## src/rtl/rif_pkg.sv

```systemverilog
// ----------------------------------------------------------------------------
// rif_pkg
// Shared types and constants of the time-reversed IIR filter.
// ----------------------------------------------------------------------------
`default_nettype none

package rif_pkg;

  // Coefficient format: signed Q4.28 in a 32-bit word
  localparam int COEF_BITS  = 32;
  localparam int FRAC_BITS  = 28;
  localparam int AUX_BITS   = 32;
  localparam int PROD_BITS  = COEF_BITS + AUX_BITS;
  // Four products and the scaled sample never need more than 68 bits
  localparam int ACC_BITS   = PROD_BITS + 4;
  // Width left after the rounding shift
  localparam int Q_BITS     = ACC_BITS - FRAC_BITS;

  localparam int MAX_TAPS   = 4;
  localparam int HIST_DEPTH = MAX_TAPS - 1;
  localparam int TAP_BITS   = $clog2(MAX_TAPS);

  localparam int QUEUE_DEPTH = 2;
  localparam int PTR_BITS    = (QUEUE_DEPTH > 1) ? $clog2(QUEUE_DEPTH) : 1;
  localparam int CNT_BITS    = $clog2(QUEUE_DEPTH + 1);

  localparam int REG_IDX_BITS = 3;

  localparam logic [COEF_BITS-1:0] FF0_RESET = 32'h1000_0000;
  localparam logic [COEF_BITS-1:0] COEF_ZERO = '0;

  typedef enum logic [REG_IDX_BITS-1:0] {
    REG_FF0 = 3'd0,
    REG_FF1 = 3'd1,
    REG_FF2 = 3'd2,
    REG_FF3 = 3'd3,
    REG_FB1 = 3'd4,
    REG_FB2 = 3'd5,
    REG_FB3 = 3'd6
  } reg_idx_t;

  // Queue head as seen by the back end
  typedef struct packed {
    logic valid;
    logic start;
  } item_ctl_t;

endpackage

`default_nettype wire

```

## src/rtl/rif_cfg.sv

```systemverilog
// ----------------------------------------------------------------------------
// rif_cfg
// Coefficient register file, written through the configuration channel.
// ----------------------------------------------------------------------------
`default_nettype none

module rif_cfg (
  input  logic                                                      clk,
  input  logic                                                      rst,
  input  logic                                                      cfg_valid,
  output logic                                                      cfg_ready,
  input  logic [rif_pkg::REG_IDX_BITS-1:0]                          cfg_index,
  input  logic [rif_pkg::COEF_BITS-1:0]                             cfg_data,
  output logic [rif_pkg::MAX_TAPS-1:0][rif_pkg::COEF_BITS-1:0]      ff_coef,
  output logic [rif_pkg::HIST_DEPTH-1:0][rif_pkg::COEF_BITS-1:0]    fb_coef
);

  logic wr;

  assign cfg_ready = 1'b1;
  assign wr        = cfg_valid && cfg_ready;

  always_ff @(posedge clk) begin
    if (rst) begin
      ff_coef[0] <= rif_pkg::FF0_RESET;
      ff_coef[1] <= rif_pkg::COEF_ZERO;
      ff_coef[2] <= rif_pkg::COEF_ZERO;
      ff_coef[3] <= rif_pkg::COEF_ZERO;
      fb_coef[0] <= rif_pkg::COEF_ZERO;
      fb_coef[1] <= rif_pkg::COEF_ZERO;
      fb_coef[2] <= rif_pkg::COEF_ZERO;
    end else if (wr) begin
      case (cfg_index)
        rif_pkg::REG_FF0: ff_coef[0] <= cfg_data;
        rif_pkg::REG_FF1: ff_coef[1] <= cfg_data;
        rif_pkg::REG_FF2: ff_coef[2] <= cfg_data;
        rif_pkg::REG_FF3: ff_coef[3] <= cfg_data;
        rif_pkg::REG_FB1: fb_coef[0] <= cfg_data;
        rif_pkg::REG_FB2: fb_coef[1] <= cfg_data;
        rif_pkg::REG_FB3: fb_coef[2] <= cfg_data;
        default: ;  // drop writes beyond the register list
      endcase
    end
  end

endmodule

`default_nettype wire

```

## src/rtl/rif_front.sv

```systemverilog
// ----------------------------------------------------------------------------
// rif_front
// Input side: takes sample words, tags block starts and queues them for
// the arithmetic back end.
// ----------------------------------------------------------------------------
`default_nettype none

module rif_front #(
  parameter int SAMPLE_BITS = 24
) (
  input  logic                    clk,
  input  logic                    rst,
  input  logic                    in_valid,
  output logic                    in_stall,
  input  logic [SAMPLE_BITS-1:0]  sample,
  input  logic                    block_start,
  output rif_pkg::item_ctl_t      item,
  output logic [SAMPLE_BITS-1:0]  item_sample,
  input  logic                    item_pop
);

  localparam logic [rif_pkg::PTR_BITS-1:0] LAST_PTR =
    rif_pkg::PTR_BITS'(rif_pkg::QUEUE_DEPTH - 1);
  localparam logic [rif_pkg::CNT_BITS-1:0] FULL_CNT =
    rif_pkg::CNT_BITS'(rif_pkg::QUEUE_DEPTH);

  logic [SAMPLE_BITS-1:0]        q_sample [rif_pkg::QUEUE_DEPTH];
  logic                          q_start  [rif_pkg::QUEUE_DEPTH];
  logic [rif_pkg::PTR_BITS-1:0]  wr_ptr;
  logic [rif_pkg::PTR_BITS-1:0]  rd_ptr;
  logic [rif_pkg::CNT_BITS-1:0]  count;
  logic                          push;

  assign in_stall    = (count == FULL_CNT);
  assign push        = in_valid && !in_stall;
  assign item.valid  = (count != '0);
  assign item.start  = q_start[rd_ptr];
  assign item_sample = q_sample[rd_ptr];

  always_ff @(posedge clk) begin
    if (push) begin
      q_sample[wr_ptr] <= sample;
      q_start[wr_ptr]  <= block_start;
    end
  end

  always_ff @(posedge clk) begin
    if (rst) begin
      wr_ptr <= '0;
      rd_ptr <= '0;
      count  <= '0;
    end else begin
      if (push) begin
        wr_ptr <= (wr_ptr == LAST_PTR) ? '0 : wr_ptr + 1'b1;
      end
      if (item_pop) begin
        rd_ptr <= (rd_ptr == LAST_PTR) ? '0 : rd_ptr + 1'b1;
      end
      case ({push, item_pop})
        2'b10:   count <= count + 1'b1;
        2'b01:   count <= count - 1'b1;
        default: count <= count;
      endcase
    end
  end

endmodule

`default_nettype wire

```

## src/rtl/rif_back.sv

```systemverilog
// ----------------------------------------------------------------------------
// rif_back
// Arithmetic back end: one shared 32x32 multiplier walks the feedback taps,
// rounds and saturates the auxiliary value, walks the feed-forward taps and
// delivers the rounded and saturated output word.
// ----------------------------------------------------------------------------
`default_nettype none

module rif_back #(
  parameter int TAPS        = 4,
  parameter int SAMPLE_BITS = 24
) (
  input  logic                                                    clk,
  input  logic                                                    rst,
  input  rif_pkg::item_ctl_t                                      item,
  input  logic [SAMPLE_BITS-1:0]                                  item_sample,
  output logic                                                    item_pop,
  input  logic [rif_pkg::MAX_TAPS-1:0][rif_pkg::COEF_BITS-1:0]    ff_coef,
  input  logic [rif_pkg::HIST_DEPTH-1:0][rif_pkg::COEF_BITS-1:0]  fb_coef,
  output logic                                                    out_valid,
  input  logic                                                    out_stall,
  output logic [SAMPLE_BITS-1:0]                                  filtered,
  output logic                                                    clipped
);

  localparam int ACC  = rif_pkg::ACC_BITS;
  localparam int QB   = rif_pkg::Q_BITS;
  localparam int AUX  = rif_pkg::AUX_BITS;
  localparam int FRAC = rif_pkg::FRAC_BITS;
  localparam logic [rif_pkg::TAP_BITS-1:0] LAST_TAP = rif_pkg::TAP_BITS'(TAPS - 1);
  localparam logic [ACC-1:0] HALF = ACC'(1) << (FRAC - 1);

  typedef enum logic [6:0] {
    ST_IDLE = 7'b0000001,
    ST_FB   = 7'b0000010,
    ST_FBD  = 7'b0000100,
    ST_WRND = 7'b0001000,
    ST_FF   = 7'b0010000,
    ST_FFD  = 7'b0100000,
    ST_YRND = 7'b1000000
  } state_t;

  state_t                          state, state_next;
  logic [rif_pkg::TAP_BITS-1:0]    tap;
  logic signed [ACC-1:0]           acc;
  logic signed [rif_pkg::PROD_BITS-1:0] prod;
  logic                            prod_vld;
  logic [AUX-1:0]                  hist [rif_pkg::HIST_DEPTH];
  logic [AUX-1:0]                  w;
  logic                            w_sat;
  logic [rif_pkg::COEF_BITS-1:0]   mul_a;
  logic [AUX-1:0]                  mul_b;
  logic [AUX-1:0]                  hist_sel;
  logic [rif_pkg::COEF_BITS-1:0]   fb_sel;
  logic signed [ACC-1:0]           rnd;
  logic [QB-1:0]                   q;
  logic                            w_fits;
  logic                            y_fits;
  logic [AUX-1:0]                  w_val;
  logic [SAMPLE_BITS-1:0]          y_val;
  logic                            y_go;

  // Tap j reads the auxiliary value j steps back; tap 0 reads the fresh w
  always_comb begin
    case (tap)
      2'd1:    hist_sel = hist[0];
      2'd2:    hist_sel = hist[1];
      2'd3:    hist_sel = hist[2];
      default: hist_sel = w;
    endcase
    case (tap)
      2'd2:    fb_sel = fb_coef[1];
      2'd3:    fb_sel = fb_coef[2];
      default: fb_sel = fb_coef[0];
    endcase
    mul_a = (state == ST_FB) ? fb_sel : ff_coef[tap];
    mul_b = hist_sel;
  end

  // Round half-up and drop the fraction
  assign rnd    = acc + $signed(HALF);
  assign q      = rnd[ACC-1:FRAC];
  assign w_fits = (&q[QB-1:AUX-1]) || !(|q[QB-1:AUX-1]);
  assign y_fits = (&q[QB-1:SAMPLE_BITS-1]) || !(|q[QB-1:SAMPLE_BITS-1]);
  assign w_val  = w_fits ? q[AUX-1:0] : {q[QB-1], {(AUX-1){~q[QB-1]}}};
  assign y_val  = y_fits ? q[SAMPLE_BITS-1:0]
                         : {q[QB-1], {(SAMPLE_BITS-1){~q[QB-1]}}};

  assign y_go     = (state == ST_YRND) && (!out_valid || !out_stall);
  assign item_pop = (state == ST_IDLE) && item.valid;

  always_comb begin
    state_next = state;
    case (state)
      ST_IDLE: if (item.valid) state_next = (TAPS > 1) ? ST_FB : ST_WRND;
      ST_FB:   if (tap == LAST_TAP) state_next = ST_FBD;
      ST_FBD:  state_next = ST_WRND;
      ST_WRND: state_next = ST_FF;
      ST_FF:   if (tap == LAST_TAP) state_next = ST_FFD;
      ST_FFD:  state_next = ST_YRND;
      ST_YRND: if (y_go) state_next = ST_IDLE;
      default: state_next = ST_IDLE;
    endcase
  end

  always_ff @(posedge clk) begin
    if (rst) begin
      state     <= ST_IDLE;
      prod_vld  <= 1'b0;
      out_valid <= 1'b0;
      tap       <= '0;
      for (int i = 0; i < rif_pkg::HIST_DEPTH; i++) begin
        hist[i] <= '0;
      end
    end else begin
      state    <= state_next;
      prod_vld <= (state == ST_FB) || (state == ST_FF);
      case (state)
        ST_IDLE: begin
          tap <= rif_pkg::TAP_BITS'(1);
          if (item.valid && item.start) begin
            for (int i = 0; i < rif_pkg::HIST_DEPTH; i++) begin
              hist[i] <= '0;
            end
          end
        end
        ST_FB, ST_FF: if (tap != LAST_TAP) tap <= tap + 1'b1;
        ST_WRND: tap <= '0;
        ST_YRND: begin
          if (y_go) begin
            hist[0] <= w;
            for (int i = 1; i < rif_pkg::HIST_DEPTH; i++) begin
              hist[i] <= hist[i-1];
            end
          end
        end
        default: ;
      endcase
      if (y_go) begin
        out_valid <= 1'b1;
      end else if (out_valid && !out_stall) begin
        out_valid <= 1'b0;
      end
    end
  end

  // Datapath: multiplier register, accumulator and result registers
  always_ff @(posedge clk) begin
    prod <= $signed(mul_a) * $signed(mul_b);
    if (item_pop) begin
      acc <= {{(ACC-SAMPLE_BITS-FRAC){item_sample[SAMPLE_BITS-1]}}, item_sample,
              {FRAC{1'b0}}};
    end else if (state == ST_WRND) begin
      acc <= '0;
    end else if (prod_vld) begin
      acc <= acc + {{(ACC-rif_pkg::PROD_BITS){prod[rif_pkg::PROD_BITS-1]}}, prod};
    end
    if (state == ST_WRND) begin
      w     <= w_val;
      w_sat <= !w_fits;
    end
    if (y_go) begin
      filtered <= y_val;
      clipped  <= w_sat || !y_fits;
    end
  end

endmodule

`default_nettype wire

```

## src/rtl/reverse_iir_filter_top.sv

```systemverilog
// ----------------------------------------------------------------------------
// reverse_iir_filter_top
// Time-reversed direct form II IIR filter, Q4.28 coefficients.
// ----------------------------------------------------------------------------
// Samples of a block are presented last to first; block_start on the first
// word clears the three-entry history. A two-word queue takes input words
// while the back end works, and an output register holds the finished word
// so the next sample can proceed under output stall. The back end takes one
// sample at a time: it loads the sample, then the single registered 32x32
// multiplier serves the TAPS-1 feedback products and then the TAPS
// feed-forward products in turn, with a drain and a round step after each
// pass; at TAPS = 1 the feedback pass and its drain step drop out.
// Coefficient writes are taken at any time on the cfg channel and must only
// arrive while the filter is idle.
// ----------------------------------------------------------------------------
`default_nettype none

module reverse_iir_filter_top #(
  parameter int TAPS        = 4,
  parameter int SAMPLE_BITS = 24
) (
  input  logic                                clk,
  input  logic                                rst,
  input  logic                                in_valid,
  output logic                                in_stall,
  input  logic [SAMPLE_BITS-1:0]              sample,
  input  logic                                block_start,
  output logic                                out_valid,
  input  logic                                out_stall,
  output logic [SAMPLE_BITS-1:0]              filtered,
  output logic                                clipped,
  input  logic                                cfg_valid,
  output logic                                cfg_ready,
  input  logic [rif_pkg::REG_IDX_BITS-1:0]    cfg_index,
  input  logic [rif_pkg::COEF_BITS-1:0]       cfg_data
);

  logic [rif_pkg::MAX_TAPS-1:0][rif_pkg::COEF_BITS-1:0]   ff_coef;
  logic [rif_pkg::HIST_DEPTH-1:0][rif_pkg::COEF_BITS-1:0] fb_coef;
  rif_pkg::item_ctl_t                                     item;
  logic [SAMPLE_BITS-1:0]                                 item_sample;
  logic                                                   item_pop;

  rif_cfg u_cfg (
    .clk       (clk),
    .rst       (rst),
    .cfg_valid (cfg_valid),
    .cfg_ready (cfg_ready),
    .cfg_index (cfg_index),
    .cfg_data  (cfg_data),
    .ff_coef   (ff_coef),
    .fb_coef   (fb_coef)
  );

  rif_front #(
    .SAMPLE_BITS (SAMPLE_BITS)
  ) u_front (
    .clk         (clk),
    .rst         (rst),
    .in_valid    (in_valid),
    .in_stall    (in_stall),
    .sample      (sample),
    .block_start (block_start),
    .item        (item),
    .item_sample (item_sample),
    .item_pop    (item_pop)
  );

  rif_back #(
    .TAPS        (TAPS),
    .SAMPLE_BITS (SAMPLE_BITS)
  ) u_back (
    .clk         (clk),
    .rst         (rst),
    .item        (item),
    .item_sample (item_sample),
    .item_pop    (item_pop),
    .ff_coef     (ff_coef),
    .fb_coef     (fb_coef),
    .out_valid   (out_valid),
    .out_stall   (out_stall),
    .filtered    (filtered),
    .clipped     (clipped)
  );

endmodule

`default_nettype wire

```

## config.mk

```make
export PLATFORM = sky130hd
export DESIGN_NAME = reverse_iir_filter_top
export DESIGN_NICKNAME = d
export VERILOG_FILES = /design/src/rtl/rif_pkg.sv /design/src/rtl/rif_cfg.sv /design/src/rtl/rif_front.sv /design/src/rtl/rif_back.sv /design/src/rtl/reverse_iir_filter_top.sv
export SDC_FILE = /design/constraint.sdc
export NUM_CORES = 2
export LEC_CHECK = 0
export ABC_AREA = 1
export BUFFER_PORTS_ARGS = -buffer_cell sky130_fd_sc_hd__buf_2
export CORE_MARGIN = 5
export CORE_UTILIZATION = 60
export CTS_BUF_LIST = sky130_fd_sc_hd__clkbuf_8 sky130_fd_sc_hd__clkbuf_16
export CTS_CLUSTER_SIZE = 8
export DETAILED_ROUTE_END_ITERATION = 10
export PLACE_DENSITY = 0.78
export SYNTH_ARGS = -nofsm -noshare
export SYNTH_HDL_FRONTEND = slang
export SYNTH_HIERARCHICAL = 1
export SYNTH_SLANG_ARGS = --single-unit
```

## constraint.sdc

```tcl
create_clock -name clk -period 28.3 [get_ports clk]
set_input_delay 5.66 -clock clk [delete_from_list [all_inputs] [get_ports clk]]
set_output_delay 5.66 -clock clk [all_outputs]
set_load 0.1 [all_outputs]
```

==> metrics list <==
* Asr flop ratio synth: 0%
- Once the floorplan was initialized, standard cells occupied about three fifths of the core.
- Primary flip-flop cell chosen by synthesis mapping: sky130_fd_sc_hd__dfxtp_1
- Cell repeated most along the worst path: sky130_fd_sc_hd__fa_1
* #FFs+latches synth: around 580
- Vertical die dimension: about 340 um
- In this run, distinct cell masters in the synthesized netlist total 56.
- Number of nets in the layout: approximately 9600
- Setup repair after global routing left no endpoint under its margin.
- Along the worst path, the maximum fanout reaches 67.
- Worst hold stages: 2
- The tightest min-delay check is of the reg2reg type.
- Tightest slew margin relative to the limit: between 10% and 20%
- The die covers 116000 um^2.
- The final number of max-transition violations was 0.
- Number of flops mapped to enable cells by yosys: approximately 240
- Summed over all instances, the cell type with the most area after synthesis is sky130_fd_sc_hd__fa_1.
- Synth Warn #: 6
* R2R cell count: 32
- At the worst endpoint, the arrival time is about 11 ns.
- The setup check on the worst reg-to-reg path leaves a slack of between 15 and 20 ns.
- Ratio of cells with drive above 1 in the final layout: under 10%
- After detailed routing, the number of remaining DRC violations is 0.
- The total overflow left after global routing is 0.
* Maximum number of buffers from clock root to sink: 3
* Last weighted congestion value of the routability-driven placer: 1.04
- Sequential element share of the synthesized area: roughly a fifth
* Global-route wire length before repair: approximately 340 mm
- Chip Width: around 340 um
- Critical path's top delay family: adder cells
- Port Buffers: 91
* Fillers: 9380
- In this run the number of cells on the critical path is 32.
* DR WL/cell: approximately 23 um
* Slowest cell on crit path: sky130_fd_sc_hd__fa_1
- After clock tree synthesis, the clock-pin slew on the worst setup and hold paths is about 0.05 ns.
- Post-Synthesis Cells: about 8300
- CTS tree: yes
- The critical path contains buffers and inverters numbering 10 combined.
* Cell area after synthesis: around 66000 um^2
- The number of global-route vias before repair came to ~57000.
* Number of setup violations in the final report: 0
- Required time reported for the critical path endpoint: between 20 and 30 ns
- The critical path is of the reg2reg type.
- In the final timing run, aggregate negative setup slack is 0 ns.
* Routed wire length: around 220 mm
- The initial antenna violation count is 6.
- Launching element type of the critical path: flip-flop
- Detailed-route vias per instance: roughly 5.9
- From synthesis to final layout, the design area changed by 6.23%.
- Crit path capture type: flip-flop
* Cell at the root of the clock tree: sky130_fd_sc_hd__clkbuf_16
- Num CTS Buffers: a little over 80
- The initialized floorplan defines approximately 120 standard-cell rows.
- The tree built by TritonCTS fans out to ~580 sinks.
- Post-CTS Repair Setup Buffers: 0
- Worst-case clock skew: approximately 0.056 ns
- Synth top area share: about a third
- The core region is ~110000 um^2.
- The worst path uses 36.9% of the clock period.
- The first routing iteration left 6083 violations.
* Critical register-to-register path startpoint: u_back/tap[0]
- Transition time of the tightest slew-check pin: ~1.2 ns
- Across all layers, the routed design uses between 50000 and 60000 vias.
- Post-synth net total: around 9700
- The routed design could run at a clock period as short as 10.44 ns.
- Post-CTS sizing: 0
- Worst path max stage delay: around 1.1 ns
- Largest cells by area after synthesis: sky130_fd_sc_hd__fa_1 33%, sky130_fd_sc_hd__edfxtp_1 11%, sky130_fd_sc_hd__dfxtp_1 10%
- Insertion delay of the later-clocked pin in the worst-skew pair: about 0.67 ns
* Depth of the CTS H-tree: 3
* Endpoint with the worst hold slack: u_back/acc[18]
* Max-cap check violation count: 0
- Antenna-violating nets left: 0
* Source of the worst hold timing path: u_back/acc[18]
- Mean area per synthesized cell: 7.97 um^2
* First-pass iteration count of the detailed router: 8
* Final count of hold timing violations: 0
* Largest net degree at the start of global routing: ~130
- Highest clock frequency the design can meet: 0.0958 GHz
* R2R Path End: u_back/prod[61]
* Sum of net half-perimeters after detailed placement: between 150 and 200 mm
- Total routing usage reported by global routing: 37.8%
- Count of pins on the block boundary: 93
- Hold repair after CTS inserted 0 buffers.
- Status: finished, final reports clean
[kinds of logic after synthesis]
logic type      count (synthesis)  synth area share [%]
fa+ha+maj                    1340                  37.8
buf+inv                      1765                  10.4
xor+xnor                       92                  1.22
flops                         576                  21.2
compound gates                650                  5.58
mux                            25                 0.542
simple gates                 3817                  23.2
other cells                     1               0.00569
[final cells by class]
class / count / area, um^2 / area share, %
antenna: 7 / 17.5 / 0.0250
clock buffer: 85 / 2120 / 3.02
clock inverter: 33 / 254 / 0.363
inverter: 1441 / 5410 / 7.74
multi-input combinational: 5925 / 45200 / 64.6
sequential: 576 / 14000 / 20.0
tap: 1414 / 1770 / 2.53
timing repair buffer: 192 / 1210 / 1.73
[synth_stat cells, types with 12 or more instances]
library cell,instances
sky130_fd_sc_hd__o22ai_1,27
sky130_fd_sc_hd__xor2_1,60
sky130_fd_sc_hd__nand2_1,1689
sky130_fd_sc_hd__a21o_1,12
sky130_fd_sc_hd__buf_1,34
sky130_fd_sc_hd__fa_1,1083
sky130_fd_sc_hd__o21bai_1,25
sky130_fd_sc_hd__o21ai_1,20
sky130_fd_sc_hd__buf_2,139
sky130_fd_sc_hd__edfxtp_1,244
sky130_fd_sc_hd__xnor2_1,32
sky130_fd_sc_hd__mux2_4,20
sky130_fd_sc_hd__o21ai_0,272
sky130_fd_sc_hd__nand3_1,398
sky130_fd_sc_hd__o221ai_1,33
sky130_fd_sc_hd__nor3_1,24
sky130_fd_sc_hd__clkbuf_1,143
sky130_fd_sc_hd__nand3b_1,16
sky130_fd_sc_hd__nor4_1,16
sky130_fd_sc_hd__nor2_1,1569
sky130_fd_sc_hd__dfxtp_1,332
sky130_fd_sc_hd__ha_1,257
sky130_fd_sc_hd__inv_1,1400
sky130_fd_sc_hd__clkinv_1,14
sky130_fd_sc_hd__nand4_1,78
sky130_fd_sc_hd__a21oi_1,218
sky130_fd_sc_hd__inv_2,27
[worst min-delay path, delay by kind of cell, from the launching register on]
family        cells  cell delay [ns]
flops             1             0.31
simple gates      2             0.10
[routing by layer]
layer  GRT usage, %  part of all wire [%]  vias up
met2           57.8                    44     3313
met5          0.375                 0.040        -
met3           11.8                    12      700
met1           49.1                    37    27811
li1               -                     -    25024
met4           19.2                   6.5        6
[cell usage in the layout, fill, tap and decap left out, types with 12 or more instances in the layout]
cell type / synthesis / layout
sky130_fd_sc_hd__clkbuf_16: 0 / 84
sky130_fd_sc_hd__edfxtp_1: 244 / 244
sky130_fd_sc_hd__o21ai_0: 272 / 272
sky130_fd_sc_hd__xor2_1: 60 / 60
sky130_fd_sc_hd__o21bai_1: 25 / 25
sky130_fd_sc_hd__o21ai_1: 20 / 20
sky130_fd_sc_hd__buf_2: 139 / 91
sky130_fd_sc_hd__nand3_1: 398 / 397
sky130_fd_sc_hd__inv_1: 1400 / 1423
sky130_fd_sc_hd__nand4_1: 78 / 78
sky130_fd_sc_hd__o22ai_2: 6 / 23
sky130_fd_sc_hd__ha_1: 257 / 256
sky130_fd_sc_hd__xnor2_1: 32 / 32
sky130_fd_sc_hd__nor2_2: 6 / 15
sky130_fd_sc_hd__a21o_1: 12 / 12
sky130_fd_sc_hd__clkinv_1: 14 / 15
sky130_fd_sc_hd__nor2_1: 1569 / 1558
sky130_fd_sc_hd__mux2_4: 20 / 20
sky130_fd_sc_hd__nand2_1: 1689 / 1688
sky130_fd_sc_hd__fa_1: 1083 / 1083
sky130_fd_sc_hd__a21oi_1: 218 / 218
sky130_fd_sc_hd__nand3b_1: 16 / 16
sky130_fd_sc_hd__dfxtp_1: 332 / 331
sky130_fd_sc_hd__nor3_1: 24 / 24
sky130_fd_sc_hd__nor4_1: 16 / 16
sky130_fd_sc_hd__inv_2: 27 / 27
sky130_fd_sc_hd__buf_4: 2 / 101
sky130_fd_sc_hd__o221ai_1: 33 / 33
[worst max-delay path by stage]
stage | end | startpoint
floorplan | u_back/hist[0][0] | out_stall
global placement | u_back/prod[61] | u_back/tap[0]
detailed placement | u_back/prod[60] | u_back/tap[0]
CTS | u_back/prod[60] | u_back/tap[1]
global route | u_back/prod[60] | u_back/tap[0]
finish | u_back/prod[61] | u_back/tap[0]
[flip-flops by register name (all words and copies together) (netlist names), named ones only]
name and flops:
u_front/count 2, u_back/filtered 24, u_back/prod_vld 1, u_front/q_sample 48
u_back/acc 68, u_back/tap 2, u_back/out_valid 1, u_front/q_start 2
u_cfg/ff_coef 128, u_back/hist 96, u_back/w_sat 1, u_back/state 7
u_back/w 32, u_front/rd_ptr 1, u_back/prod 64, u_cfg/fb_coef 96
u_back/clipped 1, u_front/wr_ptr 1
[metrics by stage]
| stage | area (um^2) | worst slack (ns) | hold WS [ns] | utilization [%] | std cells |
|---|---|---|---|---|---|
| floorplan | 65900 | 19.13 | 0.433 | - | 8266 |
| global placement | 67600 | 18.16 | 0.444 | 62.0 | 9548 |
| detailed placement | 67600 | 18.12 | 0.449 | 62.0 | 9548 |
| CTS | 69900 | 18.07 | 0.459 | 64.2 | 9666 |
| global route | 69900 | 17.35 | 0.472 | 64.2 | 9666 |
| finish | 70000 | 17.86 | 0.459 | 64.2 | 9673 |
Power is left out: the tool's default activity adds up to more than one toggle a clock period on the data nets, which glitch-free logic cannot reach.
